File: config.mk
export PLATFORM = sky130hd
export DESIGN_NAME = wg_mod_cell
export DESIGN_NICKNAME = d
export VERILOG_FILES = /design/src/rtl/wg_pkg.sv /design/src/rtl/wg_mod_cell.sv
export SDC_FILE = /design/constraint.sdc
export NUM_CORES = 1
export LEC_CHECK = 0
export ABC_AREA = 1
export BUFFER_PORTS_ARGS = -buffer_cell sky130_fd_sc_hd__buf_2
export CAP_MARGIN = 5
export CORE_ASPECT_RATIO = 1.5
export CORE_MARGIN = 2
export CORE_UTILIZATION = 26
export DETAILED_ROUTE_END_ITERATION = 7
export HOLD_SLACK_MARGIN = 0.02
export SKIP_CTS_REPAIR_TIMING = 1
export SYNTH_ARGS = -nofsm -noshare
export SYNTH_HDL_FRONTEND = slang
export SYNTH_SLANG_ARGS = --single-unit
File: constraint.sdc
create_clock -name clk -period 1.14 [get_ports clk]
set_clock_uncertainty 0.15 [all_clocks]
set_input_delay 0.228 -clock clk [delete_from_list [all_inputs] [get_ports clk]]
set_output_delay 0.228 -clock clk [all_outputs]
set_load 0.01 [all_outputs]
File: src/rtl/wg_pkg.sv
`default_nettype none
package wg_pkg;

	localparam logic [2:0] MODE_RECT = 3'd0;
	localparam logic [2:0] MODE_PULSE = 3'd1;
	localparam logic [2:0] MODE_STEP = 3'd2;
	localparam logic [2:0] MODE_TRI = 3'd3;
	localparam logic [2:0] MODE_SINE = 3'd4;

	localparam logic [2:0] REG_MODE = 3'd0;
	localparam logic [2:0] REG_AMP = 3'd1;
	localparam logic [2:0] REG_DELAY = 3'd2;
	localparam logic [2:0] REG_PERIOD = 3'd3;
	localparam logic [2:0] REG_DUTY = 3'd4;
	localparam logic [2:0] REG_PULSE = 3'd5;

	localparam logic [16:0] DUTY_ONE = 17'd65536;
	localparam logic [14:0] SINE_PEAK = 15'd32767;

	// per-request control carried along the pipe
	typedef struct packed {
		logic v;
		logic act;
	} ctl_t;

endpackage
`default_nettype wire

File: src/rtl/wg_mod_cell.sv
`default_nettype none
// one restoring remainder step: shifts in one dividend bit
module wg_mod_cell import wg_pkg::*; #(
	parameter int W = 32
) (
	input  wire logic         clk,
	input  wire logic         arst_n,
	input  wire logic         en,
	input  wire logic [W-1:0] p,
	input  wire ctl_t         ctl_i,
	input  wire logic [W-1:0] num_i,
	input  wire logic [W-1:0] r_i,
	output ctl_t              ctl_o,
	output logic [W-1:0]      num_o,
	output logic [W-1:0]      r_o
);

	logic [W:0]   rs;
	logic [W:0]   rd;
	logic [W-1:0] rn;

	always_comb begin
		rs = {r_i, num_i[W-1]};
		rd = rs - {1'b0, p};
		rn = (rs >= {1'b0, p}) ? rd[W-1:0] : rs[W-1:0];
	end

	always_ff @(posedge clk or negedge arst_n) begin
		if (!arst_n) begin
			ctl_o <= '0;
		end else if (en) begin
			ctl_o <= ctl_i;
		end
	end

	always_ff @(posedge clk) begin
		if (en) begin
			num_o <= {num_i[W-2:0], 1'b0};
			r_o <= rn;
		end
	end

endmodule
`default_nettype wire

# [Word-level counts from Yosys, hierarchy flattened]
# Cells that the tools add are included.
[op_classes] add_sub_neg=1 order_cmp=1 muxes=1
[ops] op="$ge 33x32->1" n=1
[ops] op="$mux 32" n=1
[ops] op="$sub 32x32->32" n=1
[totals] wordCells=7 output_inout_bits=66 input_bits=101 ff_bits=65

# [Depth between registers and ports, before layout]
[depth] depth_word=2 ltp_mapped=15 mapped_depth_nobuf=14

# [Least setup slack after synthesis]
# OpenSTA, ideal clock, no wires.
[synth_path] path_type="input-to-reg" startpoint="input port num_i[31]" endpoint="register r_o[28] (data pin)" t_arrival_ns=1.579 n_path_buf=0 setup_ns=0.252 required_ns=0.738 path_slack_ns=-0.841 stages=12 path_cell_list="inv_1 ha_1 inv_1 fa_1 nand3_1 nand3_1 nand3_1 nand3b_1 nand2_1 nand3b_1 nand3_2 nand2_1"
[synth_via] elab_chain_len=2 elab_cells_between_ends=3 classes_between="1 x add/sub; 1 x order compare; 1 x mux"
[synth_lines] element="start: declaration" line="wg_mod_cell.sv:11" rtl="input wire logic [W-1:0] num_i,"
[synth_lines] element="$sub 32x32->32 or $ge 33x32->1 (tied branches)" line="wg_mod_cell.sv:24, wg_mod_cell.sv:25"
[synth_lines] element="$mux 32 *" line="wg_mod_cell.sv:25" rtl="rn = (rs >= {1'b0, p}) ? rd[W-1:0] : rs[W-1:0];"
[synth_lines] element="net rn[28]" line="wg_mod_cell.sv:20" rtl="logic [W-1:0] rn;"
[synth_lines] element="end signal: assignment" line="wg_mod_cell.sv:39" rtl="r_o <= rn;"
[synth_lines] element="end: declaration" line="wg_mod_cell.sv:15" rtl="output logic [W-1:0] r_o"
# Mark *: on every way through the listed nets, which the timed path passes. The rest lies on a longest branch.
# A chain may end at the register's enable or synchronous reset.

# [Worst setup path in the final report]
[layout_path] startpoint="input port num_i[31]" endpoint="register r_o[12] (data pin)"
# Same word-level chain as after synthesis.

==> impl_metrics.csv <==
group,metric,value,unit
die,chipWidth,119.3,µm
global_routing,antenna_found_initial,0,
die,die_y,176.9,µm
logic_synthesis,ys_seq_area_share,37.48,%
global_routing,top_usage_layer,"met2",
logic_synthesis,synth_top_flop_cell,"edfxtp_1",
routing,vias,5558,
clock_tree,clock-root-buffer,"clkbuf_16",
sta,rsz0062_at_grt,"yes",
clock_tree,clock_latency,330,ps
routing,viasPerCell,4.262,
status,status,"complete, but fails checks",
placed_design,hpwl,14560,µm
die,ioPinCount,167,
sta,fmax,0.5322,GHz
logic_synthesis,synthesis.area,5181,µm²
critical_path,critPathRequiredTime,1080,ps
placed_design,place_congestion,0.9038,
sta,drv_slew,0,
logic_synthesis,syn_nets,856,
global_routing,grt.met2_usage,33.17,%
routing,drt_iter0_markers,231,
die,rows,63,
routing,avgRoutedWirePerCell,13.68,µm
global_routing,grt_pass1_wl,26280,µm
global_routing,first_global_vias,5348,
logic_synthesis,ys_top_cells_by_area,"edfxtp_1 37%, nand2_1 20%, inv_1 11%, ha_1 7.7%, nand3_1 5.4%",
sta,timing.final.crit_share,164.8,%
critical_path,r2r-start,"ctl_o[1]",
sta,hold_viol,0,
critical_path,worstSetupStartpoint,"num_i[31]",
power_and_ir_drop,p_total,9111,µW
critical_path,worstPathBufferInverterCount,4,
status,violations,"negative setup slack",
global_routing,grt_max_degree,28,
clock_tree,ctsLongestPathBuffers,2,
logic_synthesis,yosys_warnings,0,
clock_tree,cts_tree,"yes",
routing,drc,0,
die,dieArea,21100,µm²
clock_tree,cts_sinks,65,
critical_path,criticalPathCategory,"in -> reg",
cells_and_area,fillers,1989,
critical_path,cp_cell_sequence,"buf_8, inv_4, ha_4, inv_2, fa_2, nand3_2, nand3_2, nand3_2, nand3b_1, buf_4, xor2_1, nand2_1, nand2_1",
critical_path,critPathSlowestCell,"fa_2",
power_and_ir_drop,p_leak,0.004441,µW
cells_and_area,drive_above_1_share,48.28,%
clock_tree,htreeDepth,3,
worst_hold_path,hold_path_startpoint,"r_i[25]",
global_routing,grt_usage,16.25,%
cells_and_area,n_antenna_cell,0,
sta,finalSetupViolations,97,
logic_synthesis,synth_area_leader_cell,"edfxtp_1",
placed_design,port_buffers,165,
clock_tree,cts_buffers,9,
run,cap_violations,0,
logic_synthesis,synth-async-reset-ratio,3.077,%
logic_synthesis,yosysTopAreaCellShare,36.51,%
cells_and_area,nets,1173,
critical_path,start_kind,"input pin",
sta,period_needed,1879,ps
critical_path,max_stage_delay,370,ps
global_routing,grtUsageMet3,2.384,%
routing,drt-pass1-iter-count,4,
critical_path,critPathArrivalTime,1820,ps
critical_path,cp-end-kind,"flop",
sta,fin_ws,-739.1,ps
logic_synthesis,synth_most_common_cell,"nand2_1",
logic_synthesis,synth_seq_cells,65,
sta,fin_setup_tns,-26700,ps
logic_synthesis,yosys-top-cells-count,"276 x nand2_1, 146 x inv_1, 63 x edfxtp_1, 56 x nand3_1, 37 x nor2_1",
global_routing,grt_remaining_overflow,0,
critical_path,reg2reg_slack,230,ps
critical_path,crit_family,"simple AND/OR/NAND/NOR gates",
global_routing,globalRouteMet1Util,15.94,%
power_and_ir_drop,peakVddDrop,707.4,µV
logic_synthesis,synth_area_per_cell,7.176,µm²
logic_synthesis,synth_edf_count,63,
cells_and_area,syn2layout_area_growth,69.50,%
power_and_ir_drop,power_density,1037,nW/µm²
logic_synthesis,yosysUniqueCellTypes,32,
logic_synthesis,synth_cells,722,
routing,totalWireLength,17840,µm
die,start_util,26.40,%
die,core_area,19630,µm²
critical_path,path_common_cell,"nand3_2",
critical_path,critical_path.max_fanout,4,
worst_hold_path,hold_path_class,"in -> reg",
routing,drtAntennaViolNets,0,
clock_tree,path_clk_slew,60,ps
-- final timing paths --
check,end,cells after the start
setup / recovery,r_o[12],13
hold / removal,r_o[26],3
setup reg to reg,ctl_o[1],1
hold reg to reg,ctl_o[0],1
max in group asynchronous,ctl_o[1],2
min in group asynchronous,ctl_o[0],2
-- where the power goes --
part	switching [µW]	total, µW	leakage (µW)	internal, µW
Combinational	1900	3590	0.00368	1700
Sequential	70.8	3040	0.000639	2970
Clock	1020	2480	0.000126	1460
Total	2980	9110	0.00444	6130
-- cells in the final DEF (no fill, tap or decap), types with 2 or more instances in the layout --
cell           count
a21oi_1           11
a21oi_2            7
and2_1             8
buf_12             6
buf_2            156
buf_4            104
buf_6             14
clkbuf_1           3
clkbuf_16         10
clkinv_2           3
dfrtp_1            2
dlygate4sd3_1     34
edfxtp_1          63
ha_4              32
inv_1            114
inv_2             29
inv_4              5
mux2_2             2
nand2_1          206
nand2_2           65
nand2_4           10
nand2_8            2
nand3_1           40
nand3_2           28
nand3_4            4
nand3b_1          10
nand4_1            3
nor2_1            24
nor2_2            10
nor2_4             7
nor3_1             4
nor3_2             4
xor2_1            14
-- final cells by class --
cell class / count / area (µm²) / area share, %
inverters: 149 / 576.8 / 6.568
repair buffers: 316 / 2220 / 25.27
flip-flops and latches: 65 / 1942 / 22.11
well taps: 260 / 325.3 / 3.704
clock buffers: 12 / 236.5 / 2.693
multi-input cells: 498 / 3460 / 39.39
clock inverters: 4 / 22.52 / 0.2564
-- metrics by stage --
stage	instance area [µm²]	hold WS (ps)	instances	utilization [%]	worst slack, ps
2_1_floorplan	5662	-217.6	722	-	-737.0
3_3_place_gp	7570	-137.2	1240	38.57	-1211
3_5_place_dp	7570	-126.4	1240	38.57	-1225
4_1_cts	7829	-485.8	1256	39.89	-871.5
5_1_grt	8782	54.07	1304	44.74	-813.9
6_report	8782	45.85	1304	44.74	-739.1
-- kinds of logic after synthesis --
group | Yosys count | synth area share (%)
simple gates | 426 | 36.90
buf+inv | 159 | 12.41
flops | 65 | 37.48
fa+ha+maj | 33 | 8.114
compound gates | 22 | 2.222
xor+xnor | 14 | 2.367
mux | 2 | 0.4346
other cells | 1 | 0.07238
-- per-layer routing --
layer	part of all wire [%]	vias to the layer above	routed length [µm]
met4	2.7	0	486
met3	3.2	23	568
li1	-	2878	-
met1	36	2547	6463
met5	0	-	0
met2	58	110	10320
-- flip-flops by register name, summed over array words and instances (netlist names) --
register	flops
ctl_o	2
r_o	32
num_o	31
(Power assumes the default switching activity.)
