### config.mk
export PLATFORM = sky130hd
export DESIGN_NAME = wg_muldiv_cell
export DESIGN_NICKNAME = d
export VERILOG_FILES = /design/src/rtl/wg_pkg.sv /design/src/rtl/wg_muldiv_cell.sv
export SDC_FILE = /design/constraint.sdc
export NUM_CORES = 1
export LEC_CHECK = 0
export BUFFER_PORTS_ARGS = -buffer_cell sky130_fd_sc_hd__buf_2
export CORE_ASPECT_RATIO = 1.2
export CORE_MARGIN = 3
export CORE_UTILIZATION = 43
export CTS_CLUSTER_DIAMETER = 120
export CTS_CLUSTER_SIZE = 10
export DETAILED_ROUTE_END_ITERATION = 7
export HOLD_SLACK_MARGIN = 0.08
export PLACE_DENSITY_LB_ADDON = 0.2
export SLEW_MARGIN = 20
export SYNTH_ARGS = -nofsm -noshare
export SYNTH_HDL_FRONTEND = slang
export SYNTH_SLANG_ARGS = --single-unit
### constraint.sdc
create_clock -name clk -period 0.9 [get_ports clk]
set_clock_uncertainty 0.05 [all_clocks]
set_input_delay 0.045 -clock clk [delete_from_list [all_inputs] [get_ports clk]]
set_output_delay 0.045 -clock clk [all_outputs]
set_load 0.005 [all_outputs]
### src/rtl/wg_pkg.sv
`default_nettype none
package wg_pkg;

	localparam logic [2:0] MODE_RECT = 3'd0;
	localparam logic [2:0] MODE_PULSE = 3'd1;
	localparam logic [2:0] MODE_STEP = 3'd2;
	localparam logic [2:0] MODE_TRI = 3'd3;
	localparam logic [2:0] MODE_SINE = 3'd4;

	localparam logic [2:0] REG_MODE = 3'd0;
	localparam logic [2:0] REG_AMP = 3'd1;
	localparam logic [2:0] REG_DELAY = 3'd2;
	localparam logic [2:0] REG_PERIOD = 3'd3;
	localparam logic [2:0] REG_DUTY = 3'd4;
	localparam logic [2:0] REG_PULSE = 3'd5;

	localparam logic [16:0] DUTY_ONE = 17'd65536;
	localparam logic [14:0] SINE_PEAK = 15'd32767;

	// per-request control carried along the pipe
	typedef struct packed {
		logic v;
		logic act;
	} ctl_t;

endpackage
`default_nettype wire

### src/rtl/wg_muldiv_cell.sv
`default_nettype none
// one step of floor(m*e/p): handles one multiplier bit, msb first
module wg_muldiv_cell import wg_pkg::*; #(
	parameter int W = 32,
	parameter int MB = 17
) (
	input  wire logic          clk,
	input  wire logic          arst_n,
	input  wire logic          en,
	input  wire logic [W-1:0]  p,
	input  wire logic          m_bit,
	input  wire ctl_t          ctl_i,
	input  wire logic [W-1:0]  e_i,
	input  wire logic [W-1:0]  r_i,
	input  wire logic [MB-1:0] q_i,
	output ctl_t               ctl_o,
	output logic [W-1:0]       e_o,
	output logic [W-1:0]       r_o,
	output logic [MB-1:0]      q_o
);

	logic [W:0]    r2;
	logic [W:0]    ra;
	logic [W:0]    sm;
	logic [W:0]    rb;
	logic          g1;
	logic          g2;
	logic [MB-1:0] qn;

	always_comb begin
		r2 = {r_i, 1'b0};
		g1 = (r2 >= {1'b0, p});
		ra = g1 ? (r2 - {1'b0, p}) : r2;
		sm = ra + {1'b0, e_i};
		g2 = m_bit & (sm >= {1'b0, p});
		if (!m_bit) begin
			rb = ra;
		end else if (g2) begin
			rb = sm - {1'b0, p};
		end else begin
			rb = sm;
		end
		qn = {q_i[MB-2:0], 1'b0} + MB'(g1) + MB'(g2);
	end

	always_ff @(posedge clk or negedge arst_n) begin
		if (!arst_n) begin
			ctl_o <= '0;
		end else if (en) begin
			ctl_o <= ctl_i;
		end
	end

	always_ff @(posedge clk) begin
		if (en) begin
			e_o <= e_i;
			r_o <= rb[W-1:0];
			q_o <= qn;
		end
	end

endmodule
`default_nettype wire

Word-level counts from Yosys, hierarchy flattened
Cells that the tools add are included.
{ "op_classes": {"addsub": 5, "order_cmp": 2, "mux": 3, "n_bitwise": 1} }
{ "ops": {"columns": ["cell", "n"], "rows": [
  ["$ge 33x32->1", 2],
  ["$mux 32", 2],
  ["$add 17x1->17", 2],
  ["$add 33x32->33", 1],
  ["$mux 33", 1],
  ["$sub 33x32->33", 1],
  ["$sub 32x32->32", 1],
  ["$and 1x1->1", 1]
]} }
{ "word_totals": {"regBits": 83} }

Depth between registers and ports, before layout
Gate-level depths: netlist of the first run.
{ "logic_depth": {"depth_word": 7, "depth_mapped": 42} }

Least setup slack after synthesis of the first run
Ideal clock, no wire load.
{ "synth_timing": {"path_type": "input -> register", "start": "in p[3]", "end": "reg q_o[16], data pin", "t_arrival_ps": 7845, "t_required_ps": 592, "setup_slack_ps": -7252, "path_stages": 37, "path_buffers": 2, "cell_sequence": "inv_1 > ha_1 > and4_1 > o21a_1 > o311ai_0 > nand2_1 > a2111oi_2 > o21bai_1 > nand2_1 > clkinv_1 > buf_1 > mux2_2 > ha_1 > a211o_1 > o31a_1 > a31o_2 > a41o_1 > nor2b_1 > o41a_1 > ha_1 > o21ai_0 > nand2b_1 > a41oi_1 > a21bo_2 > o21a_4 > a221oi_4 > o21ai_2 > or4_1 > buf_6 > nand3_1 > inv_1 > ha_1 > nand2_1 > nor3_1 > and4_1 > nand3_1 > xnor2_1"} }
{ "synth_between": {"elab_chain_cells": 6, "elab_cells_between_ends": 8} }
{ "synth_lines": {"columns": ["item", "line", "rtl"], "rows": [
  ["start: declaration", "wg_muldiv_cell.sv:10", "input wire logic [W-1:0] p,"],
  ["$sub 33x32->33 or $ge 33x32->1 (tied branches)", "wg_muldiv_cell.sv:33, wg_muldiv_cell.sv:32", null],
  ["$mux 33", "wg_muldiv_cell.sv:33", "ra = g1 ? (r2 - {1'b0, p}) : r2;"],
  ["$add 33x32->33", "wg_muldiv_cell.sv:34", "sm = ra + {1'b0, e_i};"],
  ["$ge 33x32->1", "wg_muldiv_cell.sv:35", "g2 = m_bit & (sm >= {1'b0, p});"],
  ["$and 1x1->1", "wg_muldiv_cell.sv:35", null],
  ["$add 17x1->17 (*)", "wg_muldiv_cell.sv:43", "qn = {q_i[MB-2:0], 1'b0} + MB'(g1) + MB'(g2);"],
  ["net qn[16]", "wg_muldiv_cell.sv:28", "logic [MB-1:0] qn;"],
  ["end signal: assignment", "wg_muldiv_cell.sv:58", "q_o <= qn;"],
  ["end: declaration", "wg_muldiv_cell.sv:19", "output logic [MB-1:0] q_o"]
]} }
The timed path passes the listed nets; every way through them passes the cells marked *.
A chain may end at the register's enable or synchronous reset.

Worst setup path in the final report of the first run
{ "layout_timing": {"start": "in p[3]", "end": "reg q_o[14], data pin"} }
The elaborated chain is that of the path after synthesis.

==> results by group, run 1 <==
Placed design
  • Input/output buffers: 200
  • Hpwl dp: between 20000 and 30000 µm
  • Area post-placement: 0.0136 mm²
  • Placed insts: ~1900
  • RD Place Congestion: 0.956

Worst setup path
  • Critical Path Sink: q_o[14]
  • FF-to-FF setup slack: 110 ps
  • Slowest cell on crit path: or4_4
  • Crit path launch: p[3]
  • Slowest stage delay, CP: roughly 560 ps
  • Family with the most delay on the worst path: compound AO/OA/AOI/OAI gates
  • Worst Path Required: about 960 ps
  • CP Max Fanout: 5
  • Crit. path cell count: 38
  • Most Frequent Cell on Critical Path: ha_4
  • WP data arrival: 7210 ps
  • Worst reg2reg path startpoint: ctl_o[1]
  • Setup CP Type: input port to register
  • R2r endpoint: ctl_o[1]
  • Critical Path Sink Type: register
  • Crit path buf inv count: 7
  • CP Launch Type: input port
  • Worst r2r path cells: 1

Layout
  • Final core utilization: 0.736
  • Fin cells: 1964
  • Nets@finish: 1912
  • Area Growth Syn to Fin: 65.7%
  • Fin area: 0.0151 mm²
  • Layout cells sized above 1: 0.463

GRT
  • Vias in the first global route: 11300
  • Largest net degree at the start of global routing: 30
  • GRT Total Usage: 0.298
  • Total gr overflow: 0
  • GR Util met2: 0.546
  • First-pass GRT wire length: 55400 µm
  • Initial antenna violation count: 1
  • M1 GR Usage: 0.342
  • Met3 Track Usage GR: 0.0418
  • Gr busiest metal: met2

Timing
  • Tcrit/Tclk final: 7.95
  • # setup viols final: between 100 and 150
  • Final Hold Violating Endpoints: 0
  • Worst slew margin: 0.622
  • Final WS setup: -6250 ps
  • Pin slew with the least headroom to its limit: 564 ps
  • Fmax: 140 MHz
  • Fin. max-slew vios: 0
  • RSZ-0062 raised after global routing: yes
  • Final worst path period need: 7150 ps
  • Hold slack: 41.0 ps

Power and ir drop
  • Peak VDD IR: 1.65 mV
  • Overall power: 37.3 mW
  • LEAKAGE: 7.20 nW
  • PwrDens: 2470 mW/mm²

Clock network
  • Clock latency on the worst-skew pair: about 350 ps
  • Hold_buf cts: 42
  • CTS tree: yes
  • Total number of H-tree levels: 3
  • Worst-path clk slew: 70 ps
  • Root Driver: clkbuf_16
  • Inserted Clock Buffers: 9
  • Clk buf depth: 2
  • Total clock sinks: 83

Floorplan
  • Die Area: approximately 0.023 mm²
  • Row count: 57
  • Die Height: about 170 µm
  • Core Area: 0.0205 mm²
  • Die width: roughly 140 µm
  • Initial core utilization: 0.444
  • IO Count: 202

Route
  • DR vias/cell: 5.63
  • Avg WL per Cell: roughly 18 µm
  • DR pass1 iterations: 5
  • DRT antenna net count: 0
  • DRC viols: 0
  • Drt total wl: 35600 µm
  • Via count: between 10000 and 15000
  • Starting DRT DRC Count: 663

Synth
  • Synth Area in Simple Gates: 0.158
  • Post-synth EDFFs: 81
  • Distinct cells, synth: 76
  • Main synth FF type: edfxtp_1
  • Synthesized area: approximately 0.0091 mm²
  • Sequential fraction of the synthesis area: 0.272
  • Adder-cell share of the synthesized area: 0.141
  • Largest family of logic cells by synthesized area: compound AO/OA/AOI/OAI gates
  • Synthesized area per cell: 8.75 µm²
  • Post-synthesis compound-gate area fraction: 0.274
  • Syn nets: ~1300
  • Synth warn: 0
  • Multiplexer area fraction after synthesis: 0.0280
  • Register bit total from synthesis: 83
  • Ys async rst share: 0.0241
  • Mapped Cells: 1042
  • Xor and xnor area share after synthesis: 0.0874

Hold path
  • Worst min path class: input port to register

Outcome
  • Failing checks: negative setup slack
  • Outcome: complete, but fails checks

Flow run
  • # Max-Cap Violations: 0
## how the worst min path moves through the flow
stage	startpoint	endpoint	slack, ps	cells after the start
finish	en	r_o[23]	40	2
global route	en	r_o[23]	40	2
CTS	en	r_o[23]	40	2
detailed placement	arst_n	ctl_o[1]	-220	1
global placement	arst_n	ctl_o[1]	-220	1
floorplan	arst_n	ctl_o[0]	-300	0
## metrics by stage
stage,setup slack [ps],setup TNS [ps]
after floorplan,-6410,-295340
after global placement,-6680,-316280
after detailed placement,-6880,-324870
after CTS,-5990,-291690
after global routing,-6430,-313710
final,-6250,-303750
## layout make-up
| class | instances | area [µm²] |
|---|---|---|
| flip-flops and latches | 83 | 2480 |
| diodes | 2 | 5.00 |
| clock buffers | 9 | 225 |
| repair buffers | 673 | 4860 |
| multi-input cells | 870 | 6930 |
| inverters | 55 | 218 |
| fillers | 1532 | 5420 |
| well taps | 265 | 332 |
| clock inverters | 7 | 71.3 |
## timing repair
action,CTS,global route
endpoints found under the hold margin,56,12
gates resized for setup,82,29
gates cloned,1,0
setup endpoints to repair,132,132
setup buffers,31,10
pin swaps,54,10
## layout by cell type (no fill, tap or decap), drive strengths merged, types with 16 or more instances in the layout
| cell | count |
|---|---|
| a21oi | 92 |
| nand2b | 18 |
| buf | 630 |
| a21o | 52 |
| nand3 | 46 |
| nand4 | 16 |
| nor2 | 69 |
| xnor2 | 62 |
| mux2 | 20 |
| xor2 | 29 |
| edfxtp | 81 |
| a211oi | 22 |
| ha | 98 |
| nand2 | 53 |
| o21a | 25 |
| a31oi | 34 |
| o21ai | 64 |
| inv | 55 |
| dlygate4sd3 | 42 |
## power by group
| group | total, mW | switching (mW) | internal [mW] |
|---|---|---|---|
| Clock | 3.78 | 1.83 | 1.95 |
| Sequential | 5.54 | 0.185 | 5.36 |
| Combinational | 28.0 | 13.5 | 14.4 |
## per-layer routing
| metal | wire length, µm | up-vias |
|---|---|---|
| met5 | 0 | - |
| met2 | 17900 | 467 |
| met3 | 1910 | 135 |
| met4 | 1790 | 0 |
| li1 | - | 5260 |
| met1 | 14000 | 5198 |
## logic make-up after synthesis
family          Yosys count
simple gates            282
flops                    83
compound gates          373
xor+xnor                 91
buf+inv                  89
mux                      23
fa+ha+maj               101
## state kept, by name, indices dropped and copies added (netlist names)
| register | cells |
|---|---|
| q_o | 17 |
| ctl_o | 2 |
| e_o | 32 |
| r_o | 32 |
## synth_stat cells, types with 24 or more instances
master     n  area (µm²)
nand3_1   46         230
o21ai_0   58         290
clkbuf_1  24        90.1
xor2_1    29         254
a31oi_1   34         213
a21oi_1   92         460
edfxtp_1  81        2430
inv_1     53         199
a21o_1    52         390
xnor2_1   62         543
nor2_1    69         259
ha_1      98        1230
o21a_1    24         180
nand2_1   53         199
Power figures use the tool's default switching activity.
==> inputs of run 2 (changes only) <==
--- a/config.mk
+++ b/config.mk
@@ -13,6 +13,7 @@
 export CTS_CLUSTER_SIZE = 10
 export DETAILED_ROUTE_END_ITERATION = 7
 export HOLD_SLACK_MARGIN = 0.08
+export MAX_ROUTING_LAYER = met4
 export PLACE_DENSITY_LB_ADDON = 0.2
 export SLEW_MARGIN = 20
 export SYNTH_ARGS = -nofsm -noshare
==> run 2 against run 1 <==
Effect of this change: the flow still finishes with violations (negative setup slack); sequential power about the same; via count increased by 0.45%; flip-flop and latch count is the same; first-iteration DRC count increased by 17%; clock-buffer cell count up 1; setup slack better by 190 ps; final cell count up 0.66%; largest cell class unchanged.
==> results by group, run 2 (synthesis results as in run 1) <==
Layout
  • Commonest non-fill, non-tap cells in the layout: buf_4 (420), buf_2 (197), a21oi_1 (84) (was buf_4 (407), buf_2 (198), a21oi_1 (86))
  • Largest regs: e_o x32, r_o x32, q_o x17 (unchanged)
  • Nets@finish: 1927 (was 1912)
  • Layout cells sized above 1: 0.472 (was 0.463)
  • Most common cell after layout, fill and taps aside: buf_4 (unchanged)
  • Area Growth Syn to Fin: 67.8% (was 65.7%)
  • Final core utilization: 0.745 (was 0.736)
  • Fin cells: 1977 (was 1964)
  • # diodes: 0 (was 2)

Power and ir drop
  • Peak VDD IR: 1.36 mV (was 1.65 mV)
  • Comb pwr share: 0.749 (was 0.750)
  • Internal: 22.2 mW (was 21.7 mW)
  • Clock share of power: 0.105 (was 0.101)
  • Sw frac: 0.416 (was 0.417)
  • PwrDens: 2490 mW/mm² (was 2470 mW/mm²)
  • Register share of total power: 0.146 (was 0.149)
  • Overall power: 38.1 mW (was 37.3 mW)
  • NetSw: 15.8 mW (was 15.6 mW)
  • LEAKAGE: 7.30 nW (was 7.20 nW)

Worst setup path
  • Worst r2r path cells: 1 (unchanged)
  • CP Max Fanout: 5 (unchanged)
  • Worst reg2reg path startpoint: ctl_o[0] (was ctl_o[1])
  • FF-to-FF setup slack: 40 ps (was 110 ps)
  • Setup CP Type: input port to register (unchanged)
  • Critical Path Sink Type: register (unchanged)
  • WP data arrival: 7020 ps (was 7210 ps)
  • R2r endpoint: ctl_o[0] (was ctl_o[1])
  • Worst Path Required: 960 ps (about the same)
  • Slowest stage delay, CP: 570 ps (was 560 ps)
  • Slowest cell on crit path: or4_4 (unchanged)
  • CP Launch Type: input port (unchanged)

Timing
  • Fmax: 144 MHz (was 140 MHz)
  • Worst slew margin: 0.624 (was 0.622)
  • Pin slew with the least headroom to its limit: 560 ps (was 564 ps)
  • Final WS setup: -6060 ps (was -6250 ps)
  • Hold slack: 29.7 ps (was 41.0 ps)
  • RSZ-0062 raised after global routing: yes (unchanged)
  • # setup viols final: 132 (unchanged)
  • Fin. max-slew vios: 0 (unchanged)
  • Final worst path period need: 6960 ps (was 7150 ps)
  • Final Hold Violating Endpoints: 0 (unchanged)
  • Tcrit/Tclk final: 7.73 (was 7.95)

Clock network
  • Clk buf depth: 2 (unchanged)
  • Hold_buf cts: 45 (was 42)
  • Root Driver: clkbuf_16 (unchanged)
  • Total clock sinks: 83 (unchanged)
  • CTS tree: yes (unchanged)
  • Total number of H-tree levels: 3 (unchanged)
  • Worst-path clk slew: 80 ps (was 70 ps)
  • Clock latency on the worst-skew pair: 360 ps (was 350 ps)
  • Inserted Clock Buffers: 9 (unchanged)

Outcome
  • Failing checks: negative setup slack (unchanged)
  • Outcome: complete, but fails checks (unchanged)

Hold path
  • Hold Crit Start: en (unchanged)
  • Hold path depth: 2 (unchanged)
  • Endpoint, Worst Hold: r_o[22] (was r_o[23])
  • Worst min path class: input port to register (unchanged)

Flow run
  • # Max-Cap Violations: 0 (unchanged)

Placed design
  • Placed insts: 1884 (was 1862)
  • Input/output buffers: 200 (unchanged)
  • Hpwl dp: 28500 µm (was 27300 µm)
  • RD Place Congestion: 1.00 (was 0.956)

Floorplan
  • Core Area: 0.0205 mm² (unchanged)
  • Initial core utilization: 0.444 (unchanged)
  • Row count: 57 (unchanged)
  • Die Height: 166 µm (unchanged)
  • IO Count: 202 (unchanged)
  • Die width: 139 µm (unchanged)
  • Die Area: 0.0230 mm² (unchanged)

GRT
  • Initial antenna violation count: 0 (was 1)
  • Largest net degree at the start of global routing: 34 (was 30)
  • Total gr overflow: 0 (unchanged)
  • GRT Total Usage: 0.314 (was 0.298)
  • Vias in the first global route: 11100 (was 11300)
  • First-pass GRT wire length: 56200 µm (was 55400 µm)

Route
  • Drt total wl: 36900 µm (was 35600 µm)
  • Starting DRT DRC Count: 776 (was 663)
  • DRT antenna net count: 0 (unchanged)
  • Via count: 11100 (about the same)
  • DRC viols: 0 (unchanged)
  • DR vias/cell: 5.62 (was 5.63)
  • Avg WL per Cell: 18.7 µm (was 18.1 µm)
  • DR pass1 iterations: 5 (unchanged)
-- run 2: cell types whose count changed in the layout (fill, tap and decap cells not counted), sizes merged --
cell,before,now
buf,630,641
bufinv,0,1
clkinvlp,3,2
dlygate4sd3,42,45
clkbuf,9,10
diode,2,0
-- run 2: layout make-up --
class,instances,area [µm²]
multi-input combinational,870,6980
fill,1574,5230
timing repair buffer,687,4980
sequential,83,2480
tap,265,332
clock buffer,10,229
inverter,55,225
clock inverter,6,71.3
timing repair inverter,1,8.76
-- run 2: repair_timing --
item / in CTS / in global routing
endpoints found under the setup margin: 132 / 132
gates resized for setup: 93 / 42
buffers inserted: 21 / 10
hold endpoints to repair: 58 / 11
pin swaps: 52 / 14
cloned: 2 / 0
-- run 2: how the worst max path moves through the flow --
stage	cells after the start	startpoint	to
finish	42	p[14]	q_o[10]
global route	41	p[4]	q_o[10]
CTS	37	p[1]	q_o[15]
detailed placement	42	p[1]	q_o[10]
global placement	39	p[1]	q_o[16]
floorplan	37	p[1]	q_o[16]
-- run 2: metrics by stage --
| step | TNS (ps) | area (µm²) | setup slack (ps) |
|---|---|---|---|
| after floorplan | -295340 | 9370 | -6410 |
| after global placement | -313480 | 13700 | -6590 |
| after detailed placement | -320260 | 13700 | -6760 |
| after CTS | -291950 | 15000 | -5990 |
| after global routing | -308580 | 15300 | -6310 |
| final | -294850 | 15300 | -6060 |
-- run 2: power by group through the flow --
stage | Sequential (mW) | Combinational [mW] | Clock [mW]
2_1_floorplan | 5.76 | 14.1 | 0
3_3_place_gp | 5.61 | 24.7 | 0
3_5_place_dp | 5.64 | 25.0 | 0
4_1_cts | 5.56 | 27.1 | 4.04
5_1_grt | 5.64 | 30.6 | 4.18
6_report | 5.56 | 28.5 | 3.98
-- run 2: layer usage --
| metal | vias to the layer above | GRT usage | part of all wire |
|---|---|---|---|
| li1 | 5290 | - | - |
| met1 | 5274 | 0.359 | 0.40 |
| met2 | 434 | 0.561 | 0.51 |
| met3 | 112 | 0.0360 | 0.053 |
| met4 | 0 | 0.132 | 0.043 |
| met5 | - | - | 0 |
-- run 2: worst max-delay path, delay by kind of cell --
family,cells,cell delay (ps)
AOI/OAI and AO/OA,15,2800
and+or+nand+nor,11,1560
buffers and inverters,9,1020
adders and majority gates,4,1000
muxes,1,330
xor gates and xnor gates,2,260
